--- config.mk ---
export PLATFORM = sky130hd
export DESIGN_NAME = integer_to_ascii_radix
export DESIGN_NICKNAME = d
export VERILOG_FILES = /design/src/design/itar_pkg.sv /design/src/design/integer_to_ascii_radix.sv /design/src/design/itar_div.sv /design/src/design/itar_dmem.sv
export SDC_FILE = /design/constraint.sdc
export NUM_CORES = 1
export LEC_CHECK = 0
export BUFFER_PORTS_ARGS = -buffer_cell sky130_fd_sc_hd__clkbuf_2
export CAP_MARGIN = 20
export CORE_ASPECT_RATIO = 2
export CORE_UTILIZATION = 45
export DETAILED_ROUTE_END_ITERATION = 10
export HOLD_SLACK_MARGIN = 0.08
export REMOVE_ABC_BUFFERS = 1
export SLEW_MARGIN = 10
export SYNTH_ARGS = -nofsm -noshare
export SYNTH_HDL_FRONTEND = slang
export SYNTH_SLANG_ARGS = --single-unit
export TNS_END_PERCENT = 50
--- constraint.sdc ---
create_clock -name clk -period 5.1 [get_ports clk]
set_input_delay 0.765 -clock clk [delete_from_list [all_inputs] [get_ports clk]]
set_output_delay 0.765 -clock clk [all_outputs]
set_load 0.005 [all_outputs]
--- src/design/itar_pkg.sv ---
// Shared constants and helpers for the integer to ASCII converter.
package itar_pkg;

	localparam int WORD_BITS_DEF = 32;
	localparam int RADIX_W       = 5;
	localparam int DIGIT_W       = 4;
	localparam int CH_W          = 7;

	localparam logic [RADIX_W-1:0] RADIX_MIN   = 5'd2;
	localparam logic [RADIX_W-1:0] RADIX_MAX   = 5'd16;
	localparam logic [RADIX_W-1:0] RADIX_DEC   = 5'd10;
	localparam logic [RADIX_W-1:0] RADIX_RESET = 5'd10;

	localparam logic [CH_W-1:0]    ASCII_ZERO  = 7'h30;
	localparam logic [CH_W-1:0]    ASCII_MINUS = 7'h2D;
	localparam logic [CH_W-1:0]    ASCII_NONE  = 7'h00;
	localparam logic [CH_W-1:0]    ALPHA_GAP   = 7'd7;
	localparam logic [DIGIT_W-1:0] DEC_TOP     = 4'd9;

	function automatic logic radix_ok(input logic [RADIX_W-1:0] r);
		return (r >= RADIX_MIN) && (r <= RADIX_MAX);
	endfunction

	// digit value to '0'..'9' / 'A'..'F'
	function automatic logic [CH_W-1:0] digit_to_ascii(input logic [DIGIT_W-1:0] d);
		logic [CH_W-1:0] c;
		c = {{(CH_W-DIGIT_W){1'b0}}, d} + ASCII_ZERO;
		if (d > DEC_TOP) begin
			c = c + ALPHA_GAP;
		end
		return c;
	endfunction

endpackage

--- src/design/integer_to_ascii_radix.sv ---
// Top level: signed integer to ASCII text in a configurable base (2 to 16).
//
//  channel | handshake              | payload                 | direction
//  --------+------------------------+-------------------------+----------
//  input   | in_valid / in_stall    | value                   | in
//  output  | out_valid / out_stall  | ch, last, invalid       | out
//  config  | cfg_valid / cfg_ready  | cfg_radix               | in
//
// One request at a time. The magnitude is divided by the radix in one shared
// bit-serial divider, one digit per division; each character then passes
// through memory read, output load and output, and the '-', when present,
// through a sign load and output. An invalid radix goes straight to output.
// Reset sets radix to 10 and idles the sequencer; digit store contents are
// don't-care. A stalled output holds the sequencer; the input is stalled
// whenever a request is in progress.
module integer_to_ascii_radix #(
	parameter int WORD_BITS = itar_pkg::WORD_BITS_DEF
) (
	input  logic                         clk,
	input  logic                         arst_n,
	// request in
	input  logic                         in_valid,
	output logic                         in_stall,
	input  logic signed [WORD_BITS-1:0]  value,
	// characters out
	output logic                         out_valid,
	input  logic                         out_stall,
	output logic [itar_pkg::CH_W-1:0]    ch,
	output logic                         last,
	output logic                         invalid,
	// radix register write
	input  logic                         cfg_valid,
	output logic                         cfg_ready,
	input  logic [itar_pkg::RADIX_W-1:0] cfg_radix
);
	import itar_pkg::*;

	localparam int AW    = (WORD_BITS > 1) ? $clog2(WORD_BITS) : 1;
	localparam int CNT_W = $clog2(WORD_BITS + 1);
	localparam logic [CNT_W-1:0] CNT_MAX = CNT_W'(WORD_BITS);

	typedef enum logic [5:0] {
		S_IDLE = 6'b000001,
		S_DIV  = 6'b000010,
		S_SIGN = 6'b000100,
		S_RD   = 6'b001000,
		S_LOAD = 6'b010000,
		S_OUT  = 6'b100000
	} state_t;

	state_t               state_q;
	logic [RADIX_W-1:0]   radix_q;
	logic [CNT_W-1:0]     count_q;
	logic                 sign_q;
	logic [CH_W-1:0]      ch_q;
	logic                 last_q;
	logic                 invalid_q;

	logic                 in_take;
	logic                 neg;
	logic [WORD_BITS-1:0] value_u;
	logic [WORD_BITS-1:0] magnitude;

	// divider hookup
	logic                 div_start;
	logic [WORD_BITS-1:0] div_dividend;
	logic                 div_done;
	logic [WORD_BITS-1:0] div_quo;
	logic [DIGIT_W-1:0]   div_rem;

	// digit store hookup
	logic                 mem_wr;
	logic                 mem_rd;
	logic [CNT_W-1:0]     count_dec;
	logic [DIGIT_W-1:0]   mem_data;

	assign in_stall  = (state_q != S_IDLE);
	assign in_take   = in_valid && !in_stall;
	assign cfg_ready = 1'b1;

	// two's complement magnitude; the most negative value maps to 2^(W-1)
	assign value_u   = value;
	assign neg       = value_u[WORD_BITS-1];
	assign magnitude = neg ? (~value_u + 1'b1) : value_u;

	// start on a fresh request, or chain straight on with the last quotient
	assign div_start    = (in_take && radix_ok(radix_q)) ||
	                      (state_q == S_DIV && div_done && div_quo != '0 &&
	                       count_q < CNT_MAX - 1'b1);
	assign div_dividend = (state_q == S_IDLE) ? magnitude : div_quo;

	assign mem_wr    = (state_q == S_DIV) && div_done;
	assign mem_rd    = (state_q == S_RD);
	assign count_dec = count_q - 1'b1;

	itar_div #(.WORD_BITS(WORD_BITS)) u_div (
		.clk       (clk),
		.arst_n    (arst_n),
		.start     (div_start),
		.dividend  (div_dividend),
		.divisor   (radix_q),
		.done      (div_done),
		.quotient  (div_quo),
		.remainder (div_rem)
	);

	itar_dmem #(.DEPTH(WORD_BITS)) u_dmem (
		.clk     (clk),
		.wr_en   (mem_wr),
		.wr_addr (count_q[AW-1:0]),
		.wr_data (div_rem),
		.rd_en   (mem_rd),
		.rd_addr (count_dec[AW-1:0]),
		.rd_data (mem_data)
	);

	// radix register
	always_ff @(posedge clk or negedge arst_n) begin
		if (!arst_n) begin
			radix_q <= RADIX_RESET;
		end else if (cfg_valid && cfg_ready) begin
			radix_q <= cfg_radix;
		end
	end

	// sequencer
	always_ff @(posedge clk or negedge arst_n) begin
		if (!arst_n) begin
			state_q   <= S_IDLE;
			count_q   <= '0;
			sign_q    <= 1'b0;
			last_q    <= 1'b0;
			invalid_q <= 1'b0;
		end else begin
			unique case (state_q)
				S_IDLE: begin
					if (in_take) begin
						if (radix_ok(radix_q)) begin
							count_q <= '0;
							sign_q  <= neg && (radix_q == RADIX_DEC);
							state_q <= S_DIV;
						end else begin
							// bad radix: one flagged result, nothing else
							last_q    <= 1'b1;
							invalid_q <= 1'b1;
							state_q   <= S_OUT;
						end
					end
				end
				S_DIV: begin
					if (div_done) begin
						count_q <= count_q + 1'b1;
						if (!div_start) begin
							state_q <= sign_q ? S_SIGN : S_RD;
						end
					end
				end
				S_SIGN: begin
					sign_q    <= 1'b0;
					last_q    <= 1'b0;
					invalid_q <= 1'b0;
					state_q   <= S_OUT;
				end
				S_RD: begin
					count_q <= count_dec;
					state_q <= S_LOAD;
				end
				S_LOAD: begin
					last_q    <= (count_q == '0);
					invalid_q <= 1'b0;
					state_q   <= S_OUT;
				end
				S_OUT: begin
					if (!out_stall) begin
						state_q <= last_q ? S_IDLE : S_RD;
					end
				end
				default: begin
					state_q <= S_IDLE;
				end
			endcase
		end
	end

	// character register, no reset needed
	always_ff @(posedge clk) begin
		if (state_q == S_IDLE && in_take && !radix_ok(radix_q)) begin
			ch_q <= ASCII_NONE;
		end else if (state_q == S_SIGN) begin
			ch_q <= ASCII_MINUS;
		end else if (state_q == S_LOAD) begin
			ch_q <= digit_to_ascii(mem_data);
		end
	end

	assign out_valid = (state_q == S_OUT);
	assign ch        = ch_q;
	assign last      = last_q;
	assign invalid   = invalid_q;

	// an invalid result is always the only one
	a_invalid_last: assert property (@(posedge clk) disable iff (!arst_n)
		out_valid && invalid |-> last)
		else $error("invalid result without last");

	// digit count never runs past the word width
	a_count_range: assert property (@(posedge clk) disable iff (!arst_n)
		count_q <= CNT_MAX)
		else $error("digit count overflow");

	// a read always has a stored digit behind it
	a_rd_nonempty: assert property (@(posedge clk) disable iff (!arst_n)
		state_q == S_RD |-> count_q != '0)
		else $error("digit read from empty store");

	// a good-radix request goes straight into division
	a_take_div: assert property (@(posedge clk) disable iff (!arst_n)
		in_take && radix_ok(radix_q) |=> state_q == S_DIV)
		else $error("request did not start division");

endmodule

--- src/design/itar_div.sv ---
// Bit-serial restoring divider: word by radix, one quotient bit per cycle.
module itar_div #(
	parameter int WORD_BITS = itar_pkg::WORD_BITS_DEF
) (
	input  logic                         clk,
	input  logic                         arst_n,
	input  logic                         start,
	input  logic [WORD_BITS-1:0]         dividend,
	input  logic [itar_pkg::RADIX_W-1:0] divisor,
	output logic                         done,
	output logic [WORD_BITS-1:0]         quotient,
	output logic [itar_pkg::DIGIT_W-1:0] remainder
);
	import itar_pkg::*;

	localparam int STEP_W = (WORD_BITS > 1) ? $clog2(WORD_BITS) : 1;
	localparam logic [STEP_W-1:0] STEP_LAST = STEP_W'(WORD_BITS - 1);

	logic [WORD_BITS-1:0] quo_q;
	logic [DIGIT_W-1:0]   rem_q;
	logic [STEP_W-1:0]    step_q;
	logic                 busy_q;
	logic                 done_q;

	logic [RADIX_W-1:0]   rem_sh;
	logic                 fits;
	logic [RADIX_W-1:0]   rem_diff;
	logic [DIGIT_W-1:0]   rem_nx;

	// remainder stays below divisor (<= 16), so it fits in a digit
	assign rem_sh   = {rem_q, quo_q[WORD_BITS-1]};
	assign fits     = rem_sh >= divisor;
	assign rem_diff = rem_sh - divisor;
	assign rem_nx   = fits ? rem_diff[DIGIT_W-1:0] : rem_sh[DIGIT_W-1:0];

	always_ff @(posedge clk or negedge arst_n) begin
		if (!arst_n) begin
			busy_q <= 1'b0;
			done_q <= 1'b0;
			step_q <= '0;
		end else begin
			done_q <= 1'b0;
			if (start) begin
				busy_q <= 1'b1;
				step_q <= STEP_LAST;
			end else if (busy_q) begin
				step_q <= step_q - 1'b1;
				if (step_q == '0) begin
					busy_q <= 1'b0;
					done_q <= 1'b1;
				end
			end
		end
	end

	always_ff @(posedge clk) begin
		if (start) begin
			quo_q <= dividend;
			rem_q <= '0;
		end else if (busy_q) begin
			quo_q <= {quo_q[WORD_BITS-2:0], fits};
			rem_q <= rem_nx;
		end
	end

	assign done      = done_q;
	assign quotient  = quo_q;
	assign remainder = rem_q;

endmodule

--- src/design/itar_dmem.sv ---
// Digit store: one write port, one registered read port.
module itar_dmem #(
	parameter int DEPTH = itar_pkg::WORD_BITS_DEF
) (
	input  logic                             clk,
	input  logic                             wr_en,
	input  logic [$clog2(DEPTH)-1:0]         wr_addr,
	input  logic [itar_pkg::DIGIT_W-1:0]     wr_data,
	input  logic                             rd_en,
	input  logic [$clog2(DEPTH)-1:0]         rd_addr,
	output logic [itar_pkg::DIGIT_W-1:0]     rd_data
);
	import itar_pkg::*;

	logic [DIGIT_W-1:0] mem_q [DEPTH];
	logic [DIGIT_W-1:0] rd_q;

	always_ff @(posedge clk) begin
		if (wr_en) begin
			mem_q[wr_addr] <= wr_data;
		end
	end

	always_ff @(posedge clk) begin
		if (rd_en) begin
			rd_q <= mem_q[rd_addr];
		end
	end

	assign rd_data = rd_q;

endmodule

==> impl_metrics.env, run 1 <==
export IMPL_io_pins=54
export IMPL_outcome="finished clean"
export IMPL_grt_usage_pct=20.5
export IMPL_report_final_slew_viol_count=0
export IMPL_setup_violations=0
export IMPL_wire_per_inst_um=21.5
export IMPL_synth_warnings=0
export IMPL_synth_cell_types=64
export IMPL_cts_root_buf="clkbuf_16"
export IMPL_maxCapViolCount=0
export IMPL_cts_buffer_depth=3
export IMPL_cts_buffers=18
export IMPL_die_area_um2=21800
export IMPL_max_slew_margin_rel_pct=31.3
export IMPL_clk_latency_ns=0.49
export IMPL_vias=5591
export IMPL_drt_first_pass_iters=4
export IMPL_fp_dieW_um=105
export IMPL_first_iter_violations=222
export IMPL_tightest_slew_ns=1.02
export IMPL_synth_seq_cells=202
export IMPL_skew_ns=0.00745
export IMPL_worst_setup_path_end_kind="flip-flop"
export IMPL_critical_path_max_fanout=37
export IMPL_cts_sinks=202
export IMPL_startpoint="u_div.quotient[7]"
export IMPL_ctsResizeCount=0
export IMPL_worstPathArrival_ns=3.74
export IMPL_place_gp_congestion=0.829
export IMPL_hold_buffers=0
export IMPL_vias_per_cell=5.66
export IMPL_cts_setup_buffers=0
export IMPL_port_buffers=52
export IMPL_final_cell_mix="edfxtp_1, nor2_1, clkbuf_2"
export IMPL_synth_edff_count=164
export IMPL_r2r_slack_ns=1.59
export IMPL_p_sw_share_pct=32.8
export IMPL_layout_commonest_cell="edfxtp_1"
export IMPL_dpl_cell_area_um2=10100
export IMPL_start_util_pct=45.8
export IMPL_h_tree_depth=1
export IMPL_antenna_found_initial=0
export IMPL_rr_startpoint="u_div.quotient[7]"
export IMPL_clock_power_share_pct=22.2
export IMPL_seqPwrFrac_pct=42.2
export IMPL_wl_um=21200
export IMPL_final_area_um2=10600
export IMPL_diodes=0
export IMPL_syn2layout_area_growth_pct=11.5
export IMPL_grt_overflow_total=0
export IMPL_rsz0062_at_grt="false"
export IMPL_switchingPower_mw=2.00
export IMPL_cts_tree="yes"
export IMPL_cts_clk_slew_worst_paths_ns=0.06
export IMPL_synth_async_sr_flop_share_pct=13.4
export IMPL_drc_errors=0
export IMPL_fmax_mhz=285
export IMPL_fin_crit_sh_pct=68.9
export IMPL_core_um2=20800
export IMPL_min_path_type="in -> async"
export IMPL_p_leak_nw=3.65
export IMPL_peakVddDrop_v=0.000258
export IMPL_synth_top_flop_cell="edfxtp_1"
export IMPL_std_cell_rows=75
export IMPL_dp_hpwl_um=15800
export IMPL_criticalPathCategory="reg -> reg"
export IMPL_fin_util_pct=51.0
export IMPL_final_nets=765
export IMPL_grt_pass1_wl_um=33800
export IMPL_startpoint_type="flip-flop"
export IMPL_layout_min_cycle_time_ns=3.51
export IMPL_synth_avg_cell_area_um2=14.5
export IMPL_drive_gt1_share_pct=22.8
export IMPL_ys_seq_area_share_pct=61.1
export IMPL_required_ns=5.33
export IMPL_comb_power_share_pct=35.6
export IMPL_synthCells=657
export IMPL_syn_area_um2=9540
export IMPL_ant_nets=0
export IMPL_p_int_mw=4.09
export IMPL_die_h_um=208
export IMPL_grt_max_degree=38
export IMPL_power_density_nw_per_um2=573
export IMPL_hold_violations=0
export IMPL_grt_pass1_vias=6093
-- through the flow --
step                      hold slack [ns]  power, mW  instances  setup WS, ns  setup TNS, ns
after floorplan                     0.457       4.04        627        -0.169          -5.40
after global placement              0.458       4.75        956          1.67              0
after detailed placement            0.472       4.81        956          1.55              0
after CTS                           0.327       6.16        987          1.53              0
after global routing                0.364       6.38        987          1.34              0
final                               0.314       6.09        987          1.59              0
-- power by group through the flow --
stage | Sequential [mW] | Clock, mW | Combinational [mW]
6_report | 2.57 | 1.35 | 2.17
5_1_grt | 2.61 | 1.43 | 2.34
4_1_cts | 2.58 | 1.38 | 2.21
3_5_place_dp | 2.61 | 0 | 2.20
3_3_place_gp | 2.59 | 0 | 2.15
2_1_floorplan | 2.60 | 0 | 1.44
-- cell families after synthesis --
family / after synthesis / synth area share, %
DFF: 202 / 61.1
and+or+nand+nor: 178 / 9.89
AOI/OAI and AO/OA: 87 / 6.43
muxes: 82 / 14.4
buffers and inverters: 52 / 2.44
xor gates and xnor gates: 39 / 3.58
adders and majority gates: 16 / 2.18
other: 1 / 0.0393
-- Yosys cell counts (5+ instances only) --
| cell type | n | share of area [%] |
|---|---|---|
| nor3_1 | 10 | 0.52 |
| nor2_1 | 54 | 2.1 |
| mux4_2 | 40 | 9.4 |
| a21oi_1 | 12 | 0.63 |
| edfxtp_1 | 164 | 52 |
| xnor2_1 | 32 | 2.9 |
| nand2_1 | 30 | 1.2 |
| o21ai_0 | 17 | 0.89 |
| o41ai_1 | 7 | 0.64 |
| mux2_2 | 16 | 1.9 |
| buf_2 | 6 | 0.31 |
| or3_1 | 6 | 0.39 |
| inv_1 | 22 | 0.87 |
| dfxtp_1 | 11 | 2.3 |
| clkbuf_1 | 18 | 0.71 |
| mux2_1 | 21 | 2.5 |
| o211ai_1 | 8 | 0.63 |
| nand3b_1 | 5 | 0.39 |
| nor4_1 | 12 | 0.79 |
| o31ai_1 | 7 | 0.55 |
| nand3_1 | 24 | 1.3 |
| a31oi_1 | 8 | 0.52 |
| dfrtp_1 | 24 | 6.3 |
| xor2_1 | 7 | 0.64 |
| ha_1 | 15 | 2.0 |
| nand2b_1 | 6 | 0.39 |
-- per-layer routing --
metal  GRT usage [%]  up-vias  share of wire [%]
met4            8.11        0                2.9
met3            1.69       26                2.2
met2            43.0      101                 62
li1                -     2656                  -
met5               0        -                  0
met1            19.5     2808                 33
-- final timing paths --
path                            depth (start not counted)                 to
min in group clk                                        2         state_q[0]
worst max-delay path                                    5  u_div.quotient[2]
worst min register to register                          2              ch[2]
worst max register to register                          5  u_div.quotient[2]
max in group asynchronous                               1         count_q[0]
worst min-delay path                                    1         state_q[3]
-- state kept, by name, summed over array words and instances (netlist names), 5 cells and up --
register        flops
u_div.quotient     32
ch                  7
u_dmem.mem_q      128
u_div.step_q        5
count_q             6
state_q             6
radix_q             5
-- worst max-delay path: stages, from the launching register on --
cell and delay, ns:
edfxtp_1 0.39, nor4_1 0.45, nand4_1 0.30, o2111ai_1 0.84, nand2_2 0.72, mux2_1 0.53
-- final cells by class --
type                            count  area, µm²
Clock inverter                     10       96.3
Clock buffer                       21        483
Timing Repair Buffer               60        320
Inverter                           22       82.6
Tap cell                          269        337
Multi-Input combinational cell    403       3490
Sequential cell                   202       5830
Fill cell                        1858      10200
(Power assumes the default switching activity.)
==> inputs of run 2 (changes only) <==
--- a/config.mk
+++ b/config.mk
@@ -5,6 +5,7 @@
 export SDC_FILE = /design/constraint.sdc
 export NUM_CORES = 1
 export LEC_CHECK = 0
+export ABC_AREA = 1
 export BUFFER_PORTS_ARGS = -buffer_cell sky130_fd_sc_hd__clkbuf_2
 export CAP_MARGIN = 20
 export CORE_ASPECT_RATIO = 2
==> constraint.sdc (replaced) <==
create_clock -name clk -period 3.52 [get_ports clk]
set_input_delay 0.528 -clock clk [delete_from_list [all_inputs] [get_ports clk]]
set_output_delay 0.528 -clock clk [all_outputs]
set_load 0.005 [all_outputs]
==> run 2 against run 1 <==
- critical path depth increased by 5
- flip-flop and latch count unchanged
- global-route usage increased by 3.1 points
- cell count increased by 41%
- via count increased by 35%
- worst hold slack got worse by 0.24 ns
- clock power increased by 35%
- setup slack got worse by 0.61 ns
- largest cell class unchanged
- highest routed layer unchanged
==> impl_metrics.env, run 2 <==
export IMPL_outcome="finished clean"
export IMPL_required_ns=3.89
export IMPL_wl_um=25900
export IMPL_drc_errors=0
export IMPL_synth_edff_count=164
export IMPL_h_tree_depth=1
export IMPL_synth_area_leaders="edfxtp_1, nor2_1, nand2_1, dfrtp_1, o21ai_0"
export IMPL_syn_area_um2=9990
export IMPL_start_util_pct=46.1
export IMPL_ys_seq_area_share_pct=58.3
export IMPL_largest_register_ffs=128
export IMPL_vias_per_cell=5.42
export IMPL_die_area_um2=22800
export IMPL_n_fill_cell=2127
export IMPL_die_h_um=213
export IMPL_rr_startpoint="count_q[0]"
export IMPL_min_path_type="in -> async"
export IMPL_ant_nets=0
export IMPL_grt_usage_pct=23.6
export IMPL_synth_avg_cell_area_um2=9.38
export IMPL_cts_buffers=18
export IMPL_worstPathArrival_ns=2.91
export IMPL_cts_tree="yes"
export IMPL_port_buffers=52
export IMPL_dp_cells=1364
export IMPL_grt_pass1_vias=7733
export IMPL_p_leak_nw=4.33
export IMPL_synth_top_cell_by_area="edfxtp_1"
export IMPL_clk_latency_ns=0.49
export IMPL_cts_sinks=202
export IMPL_fp_dieW_um=107
export IMPL_criticalPathCategory="reg -> reg"
export IMPL_ctsResizeCount=0
export IMPL_core_um2=21700
export IMPL_synthCells=1065
export IMPL_reg2reg_depth=10
export IMPL_grt_max_degree=44
export IMPL_synth_most_common_cell="nor2_1"
export IMPL_power_density_nw_per_um2=809
export IMPL_drt_first_pass_iters=5
export IMPL_critical_path_max_fanout=34
export IMPL_synth_async_sr_flop_share_pct=13.4
export IMPL_skew_ns=0.00460
export IMPL_fin_crit_sh_pct=72.2
export IMPL_synth_seq_cells=202
export IMPL_vias=7556
export IMPL_drive_gt1_share_pct=10.3
export IMPL_diodes=0
export IMPL_syn2layout_area_growth_pct=10.2
export IMPL_final_area_um2=11000
export IMPL_grt_overflow_total=0
export IMPL_io_pins=54
export IMPL_final_cell_mix="nor2_1, nand2_1, edfxtp_1"
export IMPL_first_iter_violations=339
export IMPL_grt_pass1_wl_um=40100
export IMPL_std_cell_rows=76
export IMPL_synth_top_flop_cell="edfxtp_1"
export IMPL_dpl_cell_area_um2=10500
export IMPL_synth_top_area_share_pct=49.3
export IMPL_rsz0062_at_grt="false"
export IMPL_cts_clk_slew_worst_paths_ns=0.07
export IMPL_cts_buffer_depth=3
export IMPL_layout_min_cycle_time_ns=2.54
export IMPL_top_register="u_dmem.mem_q"
export IMPL_synth_warnings=0
export IMPL_cts_root_buf="clkbuf_16"
export IMPL_dp_slack_ns=1.03
export IMPL_dp_hpwl_um=19000
export IMPL_layout_commonest_cell="nor2_1"
export IMPL_startpoint_type="flip-flop"
export IMPL_r2r_end="u_dmem.rd_data[2]"
export IMPL_worst_setup_path_end_kind="flip-flop"
export IMPL_final_cell_count_no_fill=1395
export IMPL_tns_ns=0
export IMPL_synth_common_cells="nor2_1, nand2_1, edfxtp_1"
export IMPL_hold_violations=0
export IMPL_antenna_found_initial=0
export IMPL_fmax_mhz=394
export IMPL_maxCapViolCount=0
export IMPL_final_nets=1169
export IMPL_wire_per_inst_um=18.6
export IMPL_cts_setup_buffers=0
export IMPL_peakVddDrop_v=0.000358
export IMPL_hold_buffers=0
export IMPL_setup_slack_ns=0.979
export IMPL_place_gp_congestion=0.861
export IMPL_setup_violations=0
export IMPL_tightest_slew_ns=0.979
export IMPL_synth_cell_types=41
export IMPL_report_final_slew_viol_count=0
export IMPL_max_slew_margin_rel_pct=34.1
export IMPL_r2r_slack_ns=0.98
run 2: cell count changes after synthesis, sizes merged, moves of 15 or more:
cell	change
buf	+15
o21ai	+95
xnor2	-24
inv	+64
o211ai	+22
nand2	+176
nor2	+158
nand3	+49
mux4	-40
mux2	-38
run 2: cells by family (layout without fill, tap and decap cells):
group	count (synthesis)	count (layout)	share of synthesized area (%)
AND/OR/NAND/NOR	522	522	21.9
other	1	1	0.0375
adder cells (fa/ha/maj)	16	16	2.08
XOR/XNOR	27	27	2.74
AO/OA/AOI/OAI	172	172	9.62
buffers and inverters	125	182	5.33
flip-flops	202	202	58.3
run 2: critical path, cell delays in order, from the launching register on:
cell      delay, ns
dfrtp_2        0.40
clkinv_1       0.09
buf_4          0.22
ha_1           0.35
buf_4          0.35
o21ai_0        0.19
o211ai_1       0.47
nand3_1        0.13
nand2_1        0.08
nand2_1        0.05
nand2_1        0.08
run 2: routing by layer:
| metal | share of wire [%] | global-route usage [%] | up-vias |
|---|---|---|---|
| met1 | 33 | 21.6 | 3576 |
| met5 | 0 | 0 | - |
| met4 | 6.1 | 15.1 | 0 |
| met3 | 3.6 | 2.69 | 83 |
| met2 | 58 | 47.4 | 193 |
| li1 | - | - | 3704 |
run 2: layout make-up:
cell class / count / area, µm² / area share, %
inverter: 86 / 323 / 2.93
multi-input combinational: 738 / 3640 / 33.0
timing repair buffer: 65 / 358 / 3.25
clock inverter: 7 / 31.3 / 0.284
tap: 273 / 342 / 3.10
clock buffer: 24 / 494 / 4.49
sequential: 202 / 5830 / 52.9
run 2: how the worst max path moves through the flow:
stage                from                 to  slack (ns)  cells after the start
6_report       count_q[0]  u_dmem.rd_data[2]        0.98                     10
5_1_grt        count_q[2]  u_div.quotient[2]        0.81                      7
4_1_cts        count_q[0]  u_dmem.rd_data[2]        1.01                     10
3_5_place_dp   count_q[0]  u_dmem.rd_data[2]        1.03                     10
3_3_place_gp   count_q[0]  u_dmem.rd_data[2]        1.01                     10
2_1_floorplan  count_q[0]  u_div.quotient[0]       -1.44                      7
run 2: power breakdown:
group          leakage (nW)  internal (mW)  total, mW  switching [mW]
Sequential             1.95           3.32       3.55           0.233
Clock                 0.252          0.986       1.82           0.834
Combinational          2.13           1.12       3.53            2.41
Total                  4.33           5.42       8.90            3.48
run 2: stage by stage:
step | hold WS (ns) | utilization (%) | total power [mW]
final | 0.0764 | 50.8 | 8.90
after global routing | 0.124 | 50.8 | 9.49
after CTS | 0.0863 | 50.8 | 8.98
after detailed placement | 0.457 | 48.4 | 7.16
after global placement | 0.457 | 48.4 | 7.12
after floorplan | 0.232 | - | 5.88
